### config.mk
export PLATFORM = sky130hd
export DESIGN_NAME = utf8_bidi_embedding_checker_top_flat
export DESIGN_NICKNAME = d
export VERILOG_FILES = /design/src/rtl/ubec_pkg.sv /design/src/rtl/ubec_if.sv /design/src/rtl/ubec_decoder.sv /design/src/rtl/ubec_queue.sv /design/src/rtl/ubec_stack.sv /design/src/rtl/utf8_bidi_embedding_checker_top.sv /design/src/flat_wrapper.sv
export VERILOG_INCLUDE_DIRS = /design/src /design/src/rtl
export SDC_FILE = /design/constraint.sdc
export NUM_CORES = 1
export LEC_CHECK = 0
export BUFFER_PORTS_ARGS = -buffer_cell sky130_fd_sc_hd__buf_4
export CAP_MARGIN = 10
export CORE_MARGIN = 5
export CORE_UTILIZATION = 50
export CTS_CLUSTER_SIZE = 12
export DETAILED_ROUTE_END_ITERATION = 12
export PLACE_DENSITY = 0.65
export SLEW_MARGIN = 20
export SYNTH_ARGS = -nofsm -noshare
export SYNTH_HDL_FRONTEND = slang
export SYNTH_SLANG_ARGS = --single-unit
export TNS_END_PERCENT = 5
### constraint.sdc
create_clock -name clk -period 12.4 [get_ports clk]
set_input_delay 2.48 -clock clk [delete_from_list [all_inputs] [get_ports clk]]
set_output_delay 2.48 -clock clk [all_outputs]
set_load 0.1 [all_outputs]
### src/rtl/utf8_bidi_embedding_checker_top_assert.svh
// Assertion macros for the bidi embedding checker top level.
`ifndef UTF8_BIDI_EMBEDDING_CHECKER_TOP_ASSERT_SVH
`define UTF8_BIDI_EMBEDDING_CHECKER_TOP_ASSERT_SVH

// Same-cycle implication, checked outside reset.
`define UBEC_ASSERT_NOW(label, ante, cons, msg) \
  label: assert property (@(posedge clk) disable iff (!rst_n) (ante) |-> (cons)) \
    else $error(msg);

// Next-cycle implication, checked outside reset.
`define UBEC_ASSERT_NEXT(label, ante, cons, msg) \
  label: assert property (@(posedge clk) disable iff (!rst_n) (ante) |=> (cons)) \
    else $error(msg);

`endif

### src/rtl/ubec_pkg.sv
// Package: types, constants and helpers shared by the bidi checker modules.
package ubec_pkg;

  localparam int STACK_DEPTH = 64;
  localparam int CNT_W       = $clog2(STACK_DEPTH + 1);
  localparam int IDX_W       = (STACK_DEPTH > 1) ? $clog2(STACK_DEPTH) : 1;

  localparam int QDEPTH = 2;
  localparam int QPTR_W = (QDEPTH > 1) ? $clog2(QDEPTH) : 1;
  localparam int QCNT_W = $clog2(QDEPTH + 1);

  localparam logic [20:0] CP_LRE = 21'h202A;
  localparam logic [20:0] CP_RLE = 21'h202B;
  localparam logic [20:0] CP_PDF = 21'h202C;
  localparam logic [20:0] CP_LRO = 21'h202D;
  localparam logic [20:0] CP_RLO = 21'h202E;
  localparam logic [20:0] CP_LRI = 21'h2066;
  localparam logic [20:0] CP_RLI = 21'h2067;
  localparam logic [20:0] CP_FSI = 21'h2068;
  localparam logic [20:0] CP_PDI = 21'h2069;
  localparam logic [20:0] CP_PSEP = 21'h2029;

  localparam logic [7:0] SEP_LO = 8'h1C;
  localparam logic [7:0] SEP_HI = 8'h1F;

  typedef enum logic [2:0] {
    OP_NONE,
    OP_PUSH_PDF,
    OP_PUSH_PDI,
    OP_POP_PDF,
    OP_POP_PDI,
    OP_CLEAR
  } stack_op_t;

  typedef enum logic [2:0] {
    TR_ANY,
    TR_A0_BF,
    TR_80_9F,
    TR_90_BF,
    TR_80_8F
  } trail_rule_t;

  typedef struct packed {
    stack_op_t op;
    logic      last;
  } q_entry_t;

  typedef struct packed {
    logic full;
    logic empty;
  } q_stat_t;

  typedef struct packed {
    logic [CNT_W-1:0] ctx_cnt;
    logic [CNT_W-1:0] pdi_cnt;
  } stk_stat_t;

  function automatic stack_op_t classify_cp(input logic [20:0] cp);
    stack_op_t op;
    op = OP_NONE;
    if (cp == CP_RLO || cp == CP_RLE || cp == CP_LRO || cp == CP_LRE) begin
      op = OP_PUSH_PDF;
    end else if (cp == CP_PDF) begin
      op = OP_POP_PDF;
    end else if (cp == CP_RLI || cp == CP_LRI || cp == CP_FSI) begin
      op = OP_PUSH_PDI;
    end else if (cp == CP_PDI) begin
      op = OP_POP_PDI;
    end else if (cp == CP_PSEP) begin
      op = OP_CLEAR;
    end
    return op;
  endfunction

endpackage

### src/rtl/ubec_if.sv
// Channel interfaces: byte input and result output.
interface ubec_in_if;
  logic       valid;
  logic       ready;
  logic [7:0] text_byte;
  logic       end_of_buffer;

  modport source (output valid, output text_byte, output end_of_buffer, input ready);
  modport sink   (input valid, input text_byte, input end_of_buffer, output ready);
endinterface

interface ubec_out_if;
  logic valid;
  logic ready;
  logic unclosed_context;
  logic stack_overflowed;

  modport source (output valid, output unclosed_context, output stack_overflowed,
                  input ready);
  modport sink   (input valid, input unclosed_context, input stack_overflowed,
                  output ready);
endinterface

### src/rtl/ubec_decoder.sv
// Front end: strict UTF-8 decoder that turns bytes into stack operations.
module ubec_decoder
  import ubec_pkg::*;
(
  input  logic           clk,
  input  logic           rst_n,
  ubec_in_if.sink        in_ch,
  input  q_stat_t        q_stat,
  output logic           q_push,
  output q_entry_t       q_entry
);

  logic [1:0]  pend_r, pend_nxt;
  logic [20:0] part_r, part_nxt;
  trail_rule_t rule_r, rule_nxt;
  stack_op_t   op;
  logic        trail_ok;
  logic        accept;
  logic [7:0]  b;
  logic [20:0] cp_ext;

  assign b           = in_ch.text_byte;
  assign in_ch.ready = !q_stat.full;
  assign accept      = in_ch.valid && in_ch.ready;
  assign cp_ext      = {part_r[14:0], b[5:0]};

  always_comb begin
    trail_ok = (b[7:6] == 2'b10);
    unique case (rule_r)
      TR_A0_BF: trail_ok = trail_ok && (b >= 8'hA0);
      TR_80_9F: trail_ok = trail_ok && (b <= 8'h9F);
      TR_90_BF: trail_ok = trail_ok && (b >= 8'h90);
      TR_80_8F: trail_ok = trail_ok && (b <= 8'h8F);
      default:  trail_ok = trail_ok;
    endcase
  end

  always_comb begin
    pend_nxt = pend_r;
    part_nxt = part_r;
    rule_nxt = rule_r;
    op       = OP_NONE;
    if (pend_r != 2'd0 && trail_ok) begin
      part_nxt = cp_ext;
      pend_nxt = pend_r - 2'd1;
      rule_nxt = TR_ANY;
      if (pend_r == 2'd1) begin
        op       = classify_cp(cp_ext);
        part_nxt = '0;
      end
    end else begin
      // broken sequence: drop it and restart on this byte
      pend_nxt = 2'd0;
      part_nxt = '0;
      rule_nxt = TR_ANY;
      priority if (b[7] == 1'b0) begin
        if (b == 8'h09 || b == 8'h0A || b == 8'h0B || b == 8'h0D ||
            (b >= SEP_LO && b <= SEP_HI)) begin
          op = OP_CLEAR;
        end
      end else if (b >= 8'hC2 && b <= 8'hDF) begin
        pend_nxt = 2'd1;
        part_nxt = {16'd0, b[4:0]};
      end else if (b >= 8'hE0 && b <= 8'hEF) begin
        pend_nxt = 2'd2;
        part_nxt = {17'd0, b[3:0]};
        rule_nxt = (b == 8'hE0) ? TR_A0_BF : (b == 8'hED) ? TR_80_9F : TR_ANY;
      end else if (b >= 8'hF0 && b <= 8'hF4) begin
        pend_nxt = 2'd3;
        part_nxt = {18'd0, b[2:0]};
        rule_nxt = (b == 8'hF0) ? TR_90_BF : (b == 8'hF4) ? TR_80_8F : TR_ANY;
      end else begin
        pend_nxt = 2'd0;
      end
    end
  end

  assign q_push        = accept && (op != OP_NONE || in_ch.end_of_buffer);
  assign q_entry.op    = op;
  assign q_entry.last  = in_ch.end_of_buffer;

  always_ff @(posedge clk) begin
    if (!rst_n) begin
      pend_r <= 2'd0;
      part_r <= '0;
      rule_r <= TR_ANY;
    end else if (accept) begin
      if (in_ch.end_of_buffer) begin
        pend_r <= 2'd0;
        part_r <= '0;
        rule_r <= TR_ANY;
      end else begin
        pend_r <= pend_nxt;
        part_r <= part_nxt;
        rule_r <= rule_nxt;
      end
    end
  end

endmodule

### src/rtl/ubec_queue.sv
// Short FIFO of stack operations between decoder and stack unit.
module ubec_queue
  import ubec_pkg::*;
(
  input  logic     clk,
  input  logic     rst_n,
  input  logic     push,
  input  q_entry_t push_entry,
  input  logic     pop,
  output q_entry_t head,
  output q_stat_t  stat
);

  q_entry_t          mem_r [QDEPTH];
  logic [QPTR_W-1:0] wr_ptr_r, rd_ptr_r;
  logic [QCNT_W-1:0] cnt_r;
  logic              do_push, do_pop;

  assign stat.full  = (cnt_r == QCNT_W'(QDEPTH));
  assign stat.empty = (cnt_r == '0);
  assign do_push    = push && !stat.full;
  assign do_pop     = pop && !stat.empty;
  assign head       = mem_r[rd_ptr_r];

  always_ff @(posedge clk) begin
    if (do_push) begin
      mem_r[wr_ptr_r] <= push_entry;
    end
  end

  always_ff @(posedge clk) begin
    if (!rst_n) begin
      wr_ptr_r <= '0;
      rd_ptr_r <= '0;
      cnt_r    <= '0;
    end else begin
      if (do_push) begin
        wr_ptr_r <= (wr_ptr_r == QPTR_W'(QDEPTH - 1)) ? '0 : wr_ptr_r + 1'b1;
      end
      if (do_pop) begin
        rd_ptr_r <= (rd_ptr_r == QPTR_W'(QDEPTH - 1)) ? '0 : rd_ptr_r + 1'b1;
      end
      if (do_push && !do_pop) begin
        cnt_r <= cnt_r + 1'b1;
      end else if (do_pop && !do_push) begin
        cnt_r <= cnt_r - 1'b1;
      end
    end
  end

endmodule

### src/rtl/ubec_stack.sv
// Back end: context stack kept as a depth count plus a stack of PDI positions.
module ubec_stack
  import ubec_pkg::*;
(
  input  logic       clk,
  input  logic       rst_n,
  input  q_entry_t   head,
  input  q_stat_t    q_stat,
  output logic       pop,
  output stk_stat_t  stat,
  ubec_out_if.source out_ch
);

  // positions of the PDI marks below the newest one
  logic [IDX_W-1:0] pos_mem [STACK_DEPTH];

  logic [CNT_W-1:0] ctx_r, ctx_nxt;
  logic [CNT_W-1:0] pdi_r, pdi_nxt;
  logic [IDX_W-1:0] top_r, top_nxt;
  logic [IDX_W-1:0] below_r;
  logic             ovf_r, ovf_nxt;
  logic             wr_en, push_pdi;
  logic [IDX_W-1:0] wr_addr, rd_addr;
  logic             top_is_pdf;
  logic             out_valid_r, unclosed_r, ovf_out_r;
  logic             stall_out;

  assign stall_out = head.last && out_valid_r && !out_ch.ready;
  assign pop       = !q_stat.empty && !stall_out;

  assign top_is_pdf = (ctx_r != '0) &&
                      ((pdi_r == '0) || ({1'b0, top_r} != ctx_r - 1'b1));

  always_comb begin
    ctx_nxt  = ctx_r;
    pdi_nxt  = pdi_r;
    top_nxt  = top_r;
    ovf_nxt  = ovf_r;
    push_pdi = 1'b0;
    if (pop) begin
      unique case (head.op)
        OP_PUSH_PDF: begin
          if (ctx_r < CNT_W'(STACK_DEPTH)) begin
            ctx_nxt = ctx_r + 1'b1;
          end else begin
            ovf_nxt = 1'b1;
          end
        end
        OP_PUSH_PDI: begin
          if (ctx_r < CNT_W'(STACK_DEPTH)) begin
            push_pdi = 1'b1;
            ctx_nxt  = ctx_r + 1'b1;
            pdi_nxt  = pdi_r + 1'b1;
            top_nxt  = ctx_r[IDX_W-1:0];
          end else begin
            ovf_nxt = 1'b1;
          end
        end
        OP_POP_PDF: begin
          if (top_is_pdf) begin
            ctx_nxt = ctx_r - 1'b1;
          end
        end
        OP_POP_PDI: begin
          if (pdi_r != '0) begin
            ctx_nxt = {1'b0, top_r};
            pdi_nxt = pdi_r - 1'b1;
            top_nxt = below_r;
          end
        end
        OP_CLEAR: begin
          ctx_nxt = '0;
          pdi_nxt = '0;
        end
        default: begin
          ctx_nxt = ctx_r;
        end
      endcase
    end
  end

  assign wr_en   = push_pdi && (pdi_r != '0);
  assign wr_addr = IDX_W'(pdi_r - 1'b1);
  assign rd_addr = IDX_W'(pdi_nxt - CNT_W'(2));

  // a push writes the entry the read would target: forward the old top
  always_ff @(posedge clk) begin
    if (wr_en) begin
      pos_mem[wr_addr] <= top_r;
    end
    if (push_pdi) begin
      below_r <= top_r;
    end else begin
      below_r <= pos_mem[rd_addr];
    end
    top_r <= top_nxt;
  end

  always_ff @(posedge clk) begin
    if (!rst_n) begin
      ctx_r <= '0;
      pdi_r <= '0;
      ovf_r <= 1'b0;
    end else if (pop && head.last) begin
      ctx_r <= '0;
      pdi_r <= '0;
      ovf_r <= 1'b0;
    end else begin
      ctx_r <= ctx_nxt;
      pdi_r <= pdi_nxt;
      ovf_r <= ovf_nxt;
    end
  end

  always_ff @(posedge clk) begin
    if (!rst_n) begin
      out_valid_r <= 1'b0;
    end else if (pop && head.last) begin
      out_valid_r <= 1'b1;
    end else if (out_ch.ready) begin
      out_valid_r <= 1'b0;
    end
  end

  always_ff @(posedge clk) begin
    if (pop && head.last) begin
      unclosed_r <= (ctx_nxt != '0);
      ovf_out_r  <= ovf_nxt;
    end
  end

  assign out_ch.valid            = out_valid_r;
  assign out_ch.unclosed_context = unclosed_r;
  assign out_ch.stack_overflowed = ovf_out_r;
  assign stat.ctx_cnt            = ctx_r;
  assign stat.pdi_cnt            = pdi_r;

endmodule

### src/rtl/utf8_bidi_embedding_checker_top.sv
// Top level: UTF-8 bidi embedding checker (decoder, op queue, stack unit).
// Throughput: one byte per cycle while the op queue is not full; the stack
//   unit retires one op a cycle unless a final op waits on a busy output.
//   Result: the final op is queued, retired after ops ahead, then registered.
// Reset: rst_n synchronous, active low; clears decoder, queue and stack counts at
//   once. The PDI position memory needs no clearing pass.
`include "utf8_bidi_embedding_checker_top_assert.svh"

module utf8_bidi_embedding_checker_top
  import ubec_pkg::*;
(
  input  logic       clk,
  input  logic       rst_n,
  ubec_in_if.sink    in_ch,
  ubec_out_if.source out_ch
);

  // decoder -> queue
  logic      q_push;
  q_entry_t  q_in;
  // queue -> stack unit
  q_entry_t  q_head;
  q_stat_t   q_stat;
  logic      q_pop;
  stk_stat_t stk_stat;

  // Front: strict UTF-8 decode. Only bytes that finish a bidi code point or a
  // separator, plus the final byte of a buffer, produce a queue entry.
  ubec_decoder u_decoder (
    .clk     (clk),
    .rst_n   (rst_n),
    .in_ch   (in_ch),
    .q_stat  (q_stat),
    .q_push  (q_push),
    .q_entry (q_in)
  );

  // Two-entry op queue lets the stack unit stall on a busy output without
  // stopping byte intake at once.
  ubec_queue u_queue (
    .clk        (clk),
    .rst_n      (rst_n),
    .push       (q_push),
    .push_entry (q_in),
    .pop        (q_pop),
    .head       (q_head),
    .stat       (q_stat)
  );

  // Back: stack depth counter plus a memory of PDI positions, so a PDI pop is
  // a single lookup instead of a search. Holds the result register.
  ubec_stack u_stack (
    .clk    (clk),
    .rst_n  (rst_n),
    .head   (q_head),
    .q_stat (q_stat),
    .pop    (q_pop),
    .stat   (stk_stat),
    .out_ch (out_ch)
  );

  `UBEC_ASSERT_NOW(a_no_q_overrun, q_stat.full, !q_push, "op queue written while full")
  `UBEC_ASSERT_NEXT(a_last_gives_result, q_pop && q_head.last, out_ch.valid, "no result after final op")
  `UBEC_ASSERT_NOW(a_pdi_le_ctx, 1'b1, stk_stat.pdi_cnt <= stk_stat.ctx_cnt, "PDI count exceeds depth")

endmodule

### src/flat_wrapper.sv
// flat-port wrapper written by rule: the top's interface ports become plain ports
module utf8_bidi_embedding_checker_top_flat import ubec_pkg::*;
  (clk, rst_n, in_ch_valid, in_ch_text_byte, in_ch_end_of_buffer, in_ch_ready, out_ch_valid, out_ch_unclosed_context, out_ch_stack_overflowed, out_ch_ready);
  ubec_in_if in_ch_i ();
  ubec_out_if out_ch_i ();
  input  logic clk;
  input  logic rst_n;
  input wire logic [$bits(in_ch_i.valid)-1:0] in_ch_valid;
  input wire logic [$bits(in_ch_i.text_byte)-1:0] in_ch_text_byte;
  input wire logic [$bits(in_ch_i.end_of_buffer)-1:0] in_ch_end_of_buffer;
  output wire logic [$bits(in_ch_i.ready)-1:0] in_ch_ready;
  output wire logic [$bits(out_ch_i.valid)-1:0] out_ch_valid;
  output wire logic [$bits(out_ch_i.unclosed_context)-1:0] out_ch_unclosed_context;
  output wire logic [$bits(out_ch_i.stack_overflowed)-1:0] out_ch_stack_overflowed;
  input wire logic [$bits(out_ch_i.ready)-1:0] out_ch_ready;
  assign in_ch_i.valid = in_ch_valid;
  assign in_ch_i.text_byte = in_ch_text_byte;
  assign in_ch_i.end_of_buffer = in_ch_end_of_buffer;
  assign in_ch_ready = in_ch_i.ready;
  assign out_ch_valid = out_ch_i.valid;
  assign out_ch_unclosed_context = out_ch_i.unclosed_context;
  assign out_ch_stack_overflowed = out_ch_i.stack_overflowed;
  assign out_ch_i.ready = out_ch_ready;
  utf8_bidi_embedding_checker_top u_core (.clk(clk), .rst_n(rst_n), .in_ch(in_ch_i), .out_ch(out_ch_i));
endmodule
# Yosys cells after proc, flatten, opt, wreduce, memory -nomap -nowiden
# Memories as Yosys holds them, arrays and structs flattened. A register that Yosys moved wholly into a read port is not among the register bits.
# Cells that the tools add are included.
classes:
  n_bitwise: 1
  add_sub_neg: 10
  eq_ne: 33
  order_cmp: 13
  muxes: 64
  reduce_logical: 51
op_table:
  columns: ["op", "count"]
  rows:
  - ["equality test 21 x 14 -> 1 bit, second input constant", 10]
  - ["2-to-1 mux 3 bit", 18]
  - ["2-to-1 mux 7 bit", 7]
  - ["2-to-1 mux 15 bit", 3]
  - [">= comparator 8 bit, second input constant", 5]
  - ["less-or-equal comparator 8 bit, second input constant", 5]
  - ["equality test 8 x 4 -> 1 bit, second input constant", 4]
  - ["equality test 8 bit, second input constant", 4]
  - ["case mux 7 bit (4 select lines)", 1]
  - ["logical AND 1 bit", 21]
  - ["case mux 7 bit (3 select lines)", 1]
  - ["nonzero test 7 bit", 3]
  - ["2-to-1 mux 2 bit", 10]
  - ["2-to-1 mux 6 bit", 3]
  - ["2-to-1 mux 1 bit", 16]
  - ["adder 7 x 1 -> 7 bit, second input constant", 2]
  - ["subtractor 7 x 1 -> 7 bit, second input constant", 2]
  - ["equality test 3 x 2 -> 1 bit, second input constant", 4]
  - ["case mux 6 bit (2 select lines)", 1]
  - ["logical OR 1 bit", 11]
  - ["2-to-1 mux 5 bit", 2]
  - ["equality test 3 bit, second input constant", 3]
  - [">= comparator 8 x 5 -> 1 bit, second input constant", 1]
  - ["less-or-equal comparator 8 x 5 -> 1 bit, second input constant", 1]
  - ["other kinds (20)", 34]
word_totals:
  n_memories: 2
  elab_cells: 188
  mem_bits_rw: 392
  inputBits: 13
  out_inout_bits: 4
  reg_bits: 54
mem_list:
  columns: ["memory", "words", "word_bits", "rd", "rd_ports_with_merged_regs", "wr", "line", "source"]
  rows:
  - ["u_core.u_stack.pos_mem", 64, 6, 1, 0, 1, "ubec_stack.sv:15", "logic [IDX_W-1:0] pos_mem [STACK_DEPTH];"]
  - ["u_core.u_queue.mem_r", 2, 4, 1, 1, 1, "ubec_queue.sv:14", "q_entry_t mem_r [QDEPTH];"]

# Longest topological paths before layout
depth:
  word_depth: 16
  depth_mapped: 20
  ltp_nobuf: 14

# Hierarchy
# From an unflattened synthesis, not the netlist that was laid out.
hier_totals:
  hier_cells: 1627
  area_unflattened_um2: 20462.1
by_module_without_submodules:
  columns: ["mod", "cells_per_inst", "instances", "area_per_inst_um2", "seq_area_each_um2"]
  rows:
  - ["ubec_stack", 1439, 1, 18721.7, 12211.7]
  - ["ubec_decoder", 151, 1, 1221.2, 400.4]
  - ["ubec_queue", 37, 1, 519.2, 340.3]

# Least setup slack after synthesis
# OpenSTA, ideal clock, no wires.
synth_timing:
  path_kind: "input-to-reg"
  start: "input out_ch_ready"
  end: "register u_core.u_stack.below_r[4]"
  n_path_buf: 4
  arrival_ns: 5.465
  slack_ns: 6.812
  path_stages: 16
  setup_time_ns: 0.123
  required_ns: 12.277
  path_cell_list: "nand2b_1 > o22a_1 > buf_4 > o2111ai_2 > a32o_1 > inv_2 > buf_2 > buf_1 > ha_1 > inv_1 > clkbuf_1 > mux4_2 > a22oi_1 > a21oi_1 > a211oi_1 > nor3_2"
synth_between:
  elab_chain_cells: 8
  word_cells_on_any_way: 9
  classes_between: "add/sub (1); mux (3); reduce/logical (4); memory (1)"
synth_rtl:
  columns: ["item", "line", "source"]
  rows:
  - ["start, declared", "flat_wrapper.sv:15", "input wire logic [$bits(out_ch_i.ready)-1:0] out_ch_ready;"]
  - ["logical NOT 1 bit *", "ubec_stack.sv:28", "assign stall_out = head.last && out_valid_r && !out_ch.ready;"]
  - ["logical AND 1 bit *", "ubec_stack.sv:28", null]
  - ["logical NOT 1 bit *", "ubec_stack.sv:29", "assign pop = !q_stat.empty && !stall_out;"]
  - ["logical AND 1 bit *", "ubec_stack.sv:29", null]
  - ["2-to-1 mux 7 bit", "ubec_stack.sv:40", "if (pop) begin"]
  - ["subtractor 6 x 2 -> 6 bit", "ubec_stack.sv:84", "assign rd_addr = IDX_W'(pdi_nxt - CNT_W'(2));"]
  - ["memory (64 x 6 bit)", null, null]
  - ["2-to-1 mux 6 bit *", "ubec_stack.sv:91", "if (push_pdi) begin"]
  - ["end signal, assigned", "ubec_stack.sv:92", "below_r <= top_r;"]
  - ["end signal, assigned", "ubec_stack.sv:94", "below_r <= pos_mem[rd_addr];"]
  - ["end, declared", "ubec_stack.sv:20", "logic [IDX_W-1:0] below_r;"]
# Mark *: on every way between the ends. The rest lies on a longest branch, timed or not.
# A chain may end at the register's enable or synchronous reset.

# Final worst setup path
layout_timing:
  start: "input out_ch_ready"
  end: "register u_core.u_stack.below_r[3]"
# The elaborated chain is that of the path after synthesis.

==> qor.log <==
INFO  setup_path     critical_path_end_type=flip-flop
INFO  setup_path     r2r_slack=7070ps
INFO  min_path       worst_hold_startpoint=u_core.u_decoder.part_r[4]
INFO  power          power.density_cell_area=158mW/mm²
INFO  synthesis      synth_seq_cells=447
INFO  grt            grtUsageTotal=23.6%
INFO  setup_path     data_required_time_of_the_critical_path=12930ps
INFO  clock_tree     postCtsResizedCells=0
INFO  floorplanning  core_area=0.0397mm²
INFO  floorplanning  rows=73
INFO  status         status=finished clean
INFO  timing         maxSlewHeadroom=36.0%
INFO  clock_tree     clockBufferDepth=3
INFO  synthesis      synth-main-ff-cell=sky130_fd_sc_hd__edfxtp_1
INFO  detailed_routing routed-via-count=14.1k
INFO  setup_path     reg2reg_to=u_core.u_stack.below_r[3]
INFO  setup_path     critical-path-top-delay-family=compound AO/OA/AOI/OAI gates
INFO  min_path       hold_class=reg -> reg
INFO  detailed_routing drt-initial-drc-count=1838
INFO  timing         final.setup.tns=0ps
INFO  detailed_routing finalWirelength=53.6mm
INFO  synthesis      synth_top_area_share=59.8%
INFO  min_path       whs_endpoint=u_core.u_decoder.part_r[4]
INFO  grt            number_of_global_route_vias_before_repair=13.3k
INFO  setup_path     timing.critical_path.fanout_max=24
INFO  setup_path     timing.critical_path.arrival=6690ps
INFO  layout         antenna_cells=0
INFO  synthesis      sequential_element_share_of_the_synthesized_area=64.5%
INFO  synthesis      synth_largest_area_cell=sky130_fd_sc_hd__edfxtp_1
INFO  layout         design.final.nets=1634
INFO  synthesis      synth_enable_flop_cells=400
INFO  layout         post_route_cells_drive_above_1_share=9.17%
INFO  synthesis      syn-instance-count=1622
INFO  timing         finalHoldViolCount=0
INFO  detailed_routing drt_first_pass_iters=5
INFO  setup_path     cp-start-kind=input pin
INFO  setup_path     critical_path.slowest_cell=sky130_fd_sc_hd__nor2_1
INFO  power          worst_voltage_drop_across_the_vdd_grid=0.0000999V
INFO  min_path       hold_path_depth=2
INFO  setup_path     critical-path-max-stage-delay=670ps
INFO  clock_tree     cts_root_buf=sky130_fd_sc_hd__clkbuf_16
INFO  clock_tree     cts_tree=done
INFO  floorplanning  chipHeight=210µm
INFO  setup_path     crit_path_cell_trace=buf_4 > nand2b_1 > o22a_1 > o2111ai_2 > a32o_2 > inv_2 > ha_1 > buf_4 > inv_1 > nor2_1 > a32oi_1 > and3_1 > a31oi_1 > a22o_1
INFO  clock_tree     worst_skew_pair_later_pin_latency=590ps
INFO  timing         setup_violations=0
INFO  setup_path     reg2reg_depth=15
INFO  synthesis      synth.top_cells.by_area=sky130_fd_sc_hd__edfxtp_1, sky130_fd_sc_hd__dfxtp_1, sky130_fd_sc_hd__nand2_1
INFO  synthesis      synth.distinct_cells=95
INFO  detailed_routing detail_route.vias_per_cell=6.50
INFO  floorplanning  initial_core_utilization=50.5%
INFO  floorplanning  dieArea=0.0443mm²
INFO  clock_tree     cts.hold.buffers_added=0
INFO  timing         slew_violations=0
INFO  synthesis      syn_nets=1644
INFO  synthesis      synthesis_warnings=0
INFO  flow_run       max_cap_viol_count=0
INFO  layout         area.growth.synth_to_final=9.45%
INFO  timing         final_period_minus_worst_setup_slack=6160ps
INFO  setup_path     critPathMostFrequentCell=sky130_fd_sc_hd__buf_4
INFO  power          total_leakage_power=7.06nW
INFO  clock_tree     clock_sinks=447
INFO  setup_path     criticalPathCategory=in -> reg
INFO  clock_tree     clock_tree.htree_level_count=2
INFO  clock_tree     numCtsBuffers=46
INFO  placed_design  gp_congestion=0.925
INFO  timing         worst_max_slew_pin_slew=960ps
INFO  grt            grt_pass1_wl=80.9mm
INFO  timing         skew=32.7ps
INFO  timing         fin_hold_ws=486ps
INFO  placed_design  post-dp-hpwl=33.0mm
INFO  setup_path     worst-path-buf-inv=4
INFO  floorplanning  ios=17
INFO  detailed_routing wl_per_cell=24.7µm
INFO  synthesis      avgSynthCellArea=12.4µm²
INFO  grt            largest_net_degree_at_the_start_of_global_routing=78
INFO  synthesis      async_reset_ff_share=0%
INFO  grt            gr-total-overflow=0
INFO  detailed_routing route.antenna.remaining_nets=0
INFO  placed_design  numPortBuffers=16
INFO  grt            grt_antenna_before_repair=1
INFO  timing         min_period_over_period=49.7%
INFO  floorplanning  chipWidth=210µm
INFO  timing         fmax=0.162GHz
INFO  clock_tree     clkSlewWorstSetupHoldPaths=60ps
INFO  timing         rsz0062_at_grt=false
INFO  synthesis      netlist_area=0.0201mm²
INFO  clock_tree     postCtsSetupBuffers=0
INFO  detailed_routing drc=0
INFO  setup_path     r2r-start=u_core.u_stack.pdi_r[1]
[registers in the layout (all words and copies together) (netlist names), 2 cells and up, named ones only]
signal,cells
u_core.u_stack.pos_mem,384
u_core.u_stack.ctx_r,7
u_core.u_decoder.rule_r,3
u_core.u_queue.cnt_r,2
u_core.u_decoder.part_r,15
u_core.u_stack.pdi_r,7
u_core.u_decoder.pend_r,2
u_core.u_stack.below_r,6
u_core.u_queue.mem_r,8
u_core.u_stack.top_r,6
[routing by layer]
metal	GRT usage (%)	part of all wire (%)	vias to the layer above
li1	-	-	6259
met1	33.8	42	6994
met2	37.0	46	745
met3	4.33	8.6	120
met4	7.83	3.2	2
met5	0	0.024	-
[metrics by stage]
step	std cells	area (µm²)	util, %	setup WS, ps	power [W]
3_5_place_dp	2089	20600	51.7	5750	0.00218
3_3_place_gp	2089	20600	51.7	5830	0.00218
6_report	2172	22000	55.3	6240	0.00347
4_1_cts	2172	22000	55.3	6370	0.00347
2_1_floorplan	1622	20100	-	6810	0.00206
5_1_grt	2172	22000	55.3	6040	0.00359
[report_power, final]
| part | leakage (nW) | internal, W | total (W) | switching, W |
|---|---|---|---|---|
| Sequential | 3.98 | 0.00165 | 0.00168 | 0.0000265 |
| Combinational | 2.40 | 0.000145 | 0.000483 | 0.000338 |
| Clock | 0.683 | 0.000740 | 0.00130 | 0.000564 |
[worst max path at each step]
stage / startpoint / cells after the start / to
2_1_floorplan: out_ch_ready / 16 / u_core.u_stack.below_r[4]
3_3_place_gp: out_ch_ready / 14 / u_core.u_stack.below_r[2]
3_5_place_dp: out_ch_ready / 14 / u_core.u_stack.below_r[3]
4_1_cts: out_ch_ready / 14 / u_core.u_stack.below_r[3]
5_1_grt: out_ch_ready / 14 / u_core.u_stack.below_r[3]
6_report: out_ch_ready / 14 / u_core.u_stack.below_r[3]
[cells by family after synthesis]
family / count (synthesis) / synth area share [%]
XOR/XNOR: 22 / 1.23
AO/OA/AOI/OAI: 358 / 12.8
adder cells (fa/ha/maj): 9 / 0.561
AND/OR/NAND/NOR: 619 / 14.5
buffers and inverters: 113 / 2.76
flip-flops: 447 / 64.5
multiplexers: 54 / 3.63
[synth_stat cells (10+ instances only)]
cell                       number
sky130_fd_sc_hd__edfxtp_1     400
sky130_fd_sc_hd__nand2_1      233
sky130_fd_sc_hd__nor2_1       129
sky130_fd_sc_hd__a21oi_1       87
sky130_fd_sc_hd__nand3_1       68
sky130_fd_sc_hd__clkbuf_1      55
sky130_fd_sc_hd__nor3_1        49
sky130_fd_sc_hd__a22oi_1       48
sky130_fd_sc_hd__dfxtp_1       47
sky130_fd_sc_hd__o21ai_0       41
sky130_fd_sc_hd__a32oi_1       37
sky130_fd_sc_hd__mux2i_1       31
sky130_fd_sc_hd__nor2b_1       27
sky130_fd_sc_hd__or3_1         24
sky130_fd_sc_hd__buf_2         23
sky130_fd_sc_hd__a221oi_1      16
sky130_fd_sc_hd__nand4_1       16
sky130_fd_sc_hd__nor4_1        15
sky130_fd_sc_hd__o311ai_0      14
sky130_fd_sc_hd__a31oi_1       13
sky130_fd_sc_hd__and2_1        13
sky130_fd_sc_hd__inv_1         12
sky130_fd_sc_hd__o22ai_1       12
sky130_fd_sc_hd__xor2_1        10
[cell usage in the layout, fill, tap and decap left out, types with 5 or more instances in the layout]
master,count
sky130_fd_sc_hd__ha_1,9
sky130_fd_sc_hd__o21ai_0,40
sky130_fd_sc_hd__o221ai_1,8
sky130_fd_sc_hd__nor4b_1,8
sky130_fd_sc_hd__mux2_2,9
sky130_fd_sc_hd__a22oi_1,48
sky130_fd_sc_hd__mux2i_1,31
sky130_fd_sc_hd__mux4_2,9
sky130_fd_sc_hd__xnor2_1,8
sky130_fd_sc_hd__clkbuf_16,46
sky130_fd_sc_hd__xor2_1,10
sky130_fd_sc_hd__buf_4,40
sky130_fd_sc_hd__nor2b_1,27
sky130_fd_sc_hd__nor4_1,15
sky130_fd_sc_hd__and3_1,9
sky130_fd_sc_hd__or3_1,24
sky130_fd_sc_hd__o311ai_0,14
sky130_fd_sc_hd__nor2_1,128
sky130_fd_sc_hd__edfxtp_1,400
sky130_fd_sc_hd__a31oi_1,13
sky130_fd_sc_hd__nor3_1,49
sky130_fd_sc_hd__a311oi_1,9
sky130_fd_sc_hd__dfxtp_1,46
sky130_fd_sc_hd__clkbuf_8,8
sky130_fd_sc_hd__inv_1,12
sky130_fd_sc_hd__a32oi_1,37
sky130_fd_sc_hd__clkbuf_1,23
sky130_fd_sc_hd__nand3_1,68
sky130_fd_sc_hd__and2_1,13
sky130_fd_sc_hd__o21ai_1,5
sky130_fd_sc_hd__a221oi_1,16
sky130_fd_sc_hd__nand2_1,233
sky130_fd_sc_hd__o211ai_1,9
sky130_fd_sc_hd__o22ai_1,12
sky130_fd_sc_hd__a21oi_1,87
sky130_fd_sc_hd__nand4_1,16
[worst min-delay path, stage by stage (launching register included)]
cell                       delay, ps
sky130_fd_sc_hd__dfxtp_1         320
sky130_fd_sc_hd__nand2_1          50
sky130_fd_sc_hd__a21boi_0         60
[cell type report]
type,count,area [µm²]
inverters,15,58.8
well taps,525,657
multi-input cells,1062,6590
clock inverters,6,58.8
repair buffers,40,300
clock buffers,77,1350
fillers,3245,17800
flip-flops and latches,447,13000
(Power assumes the default switching activity.)
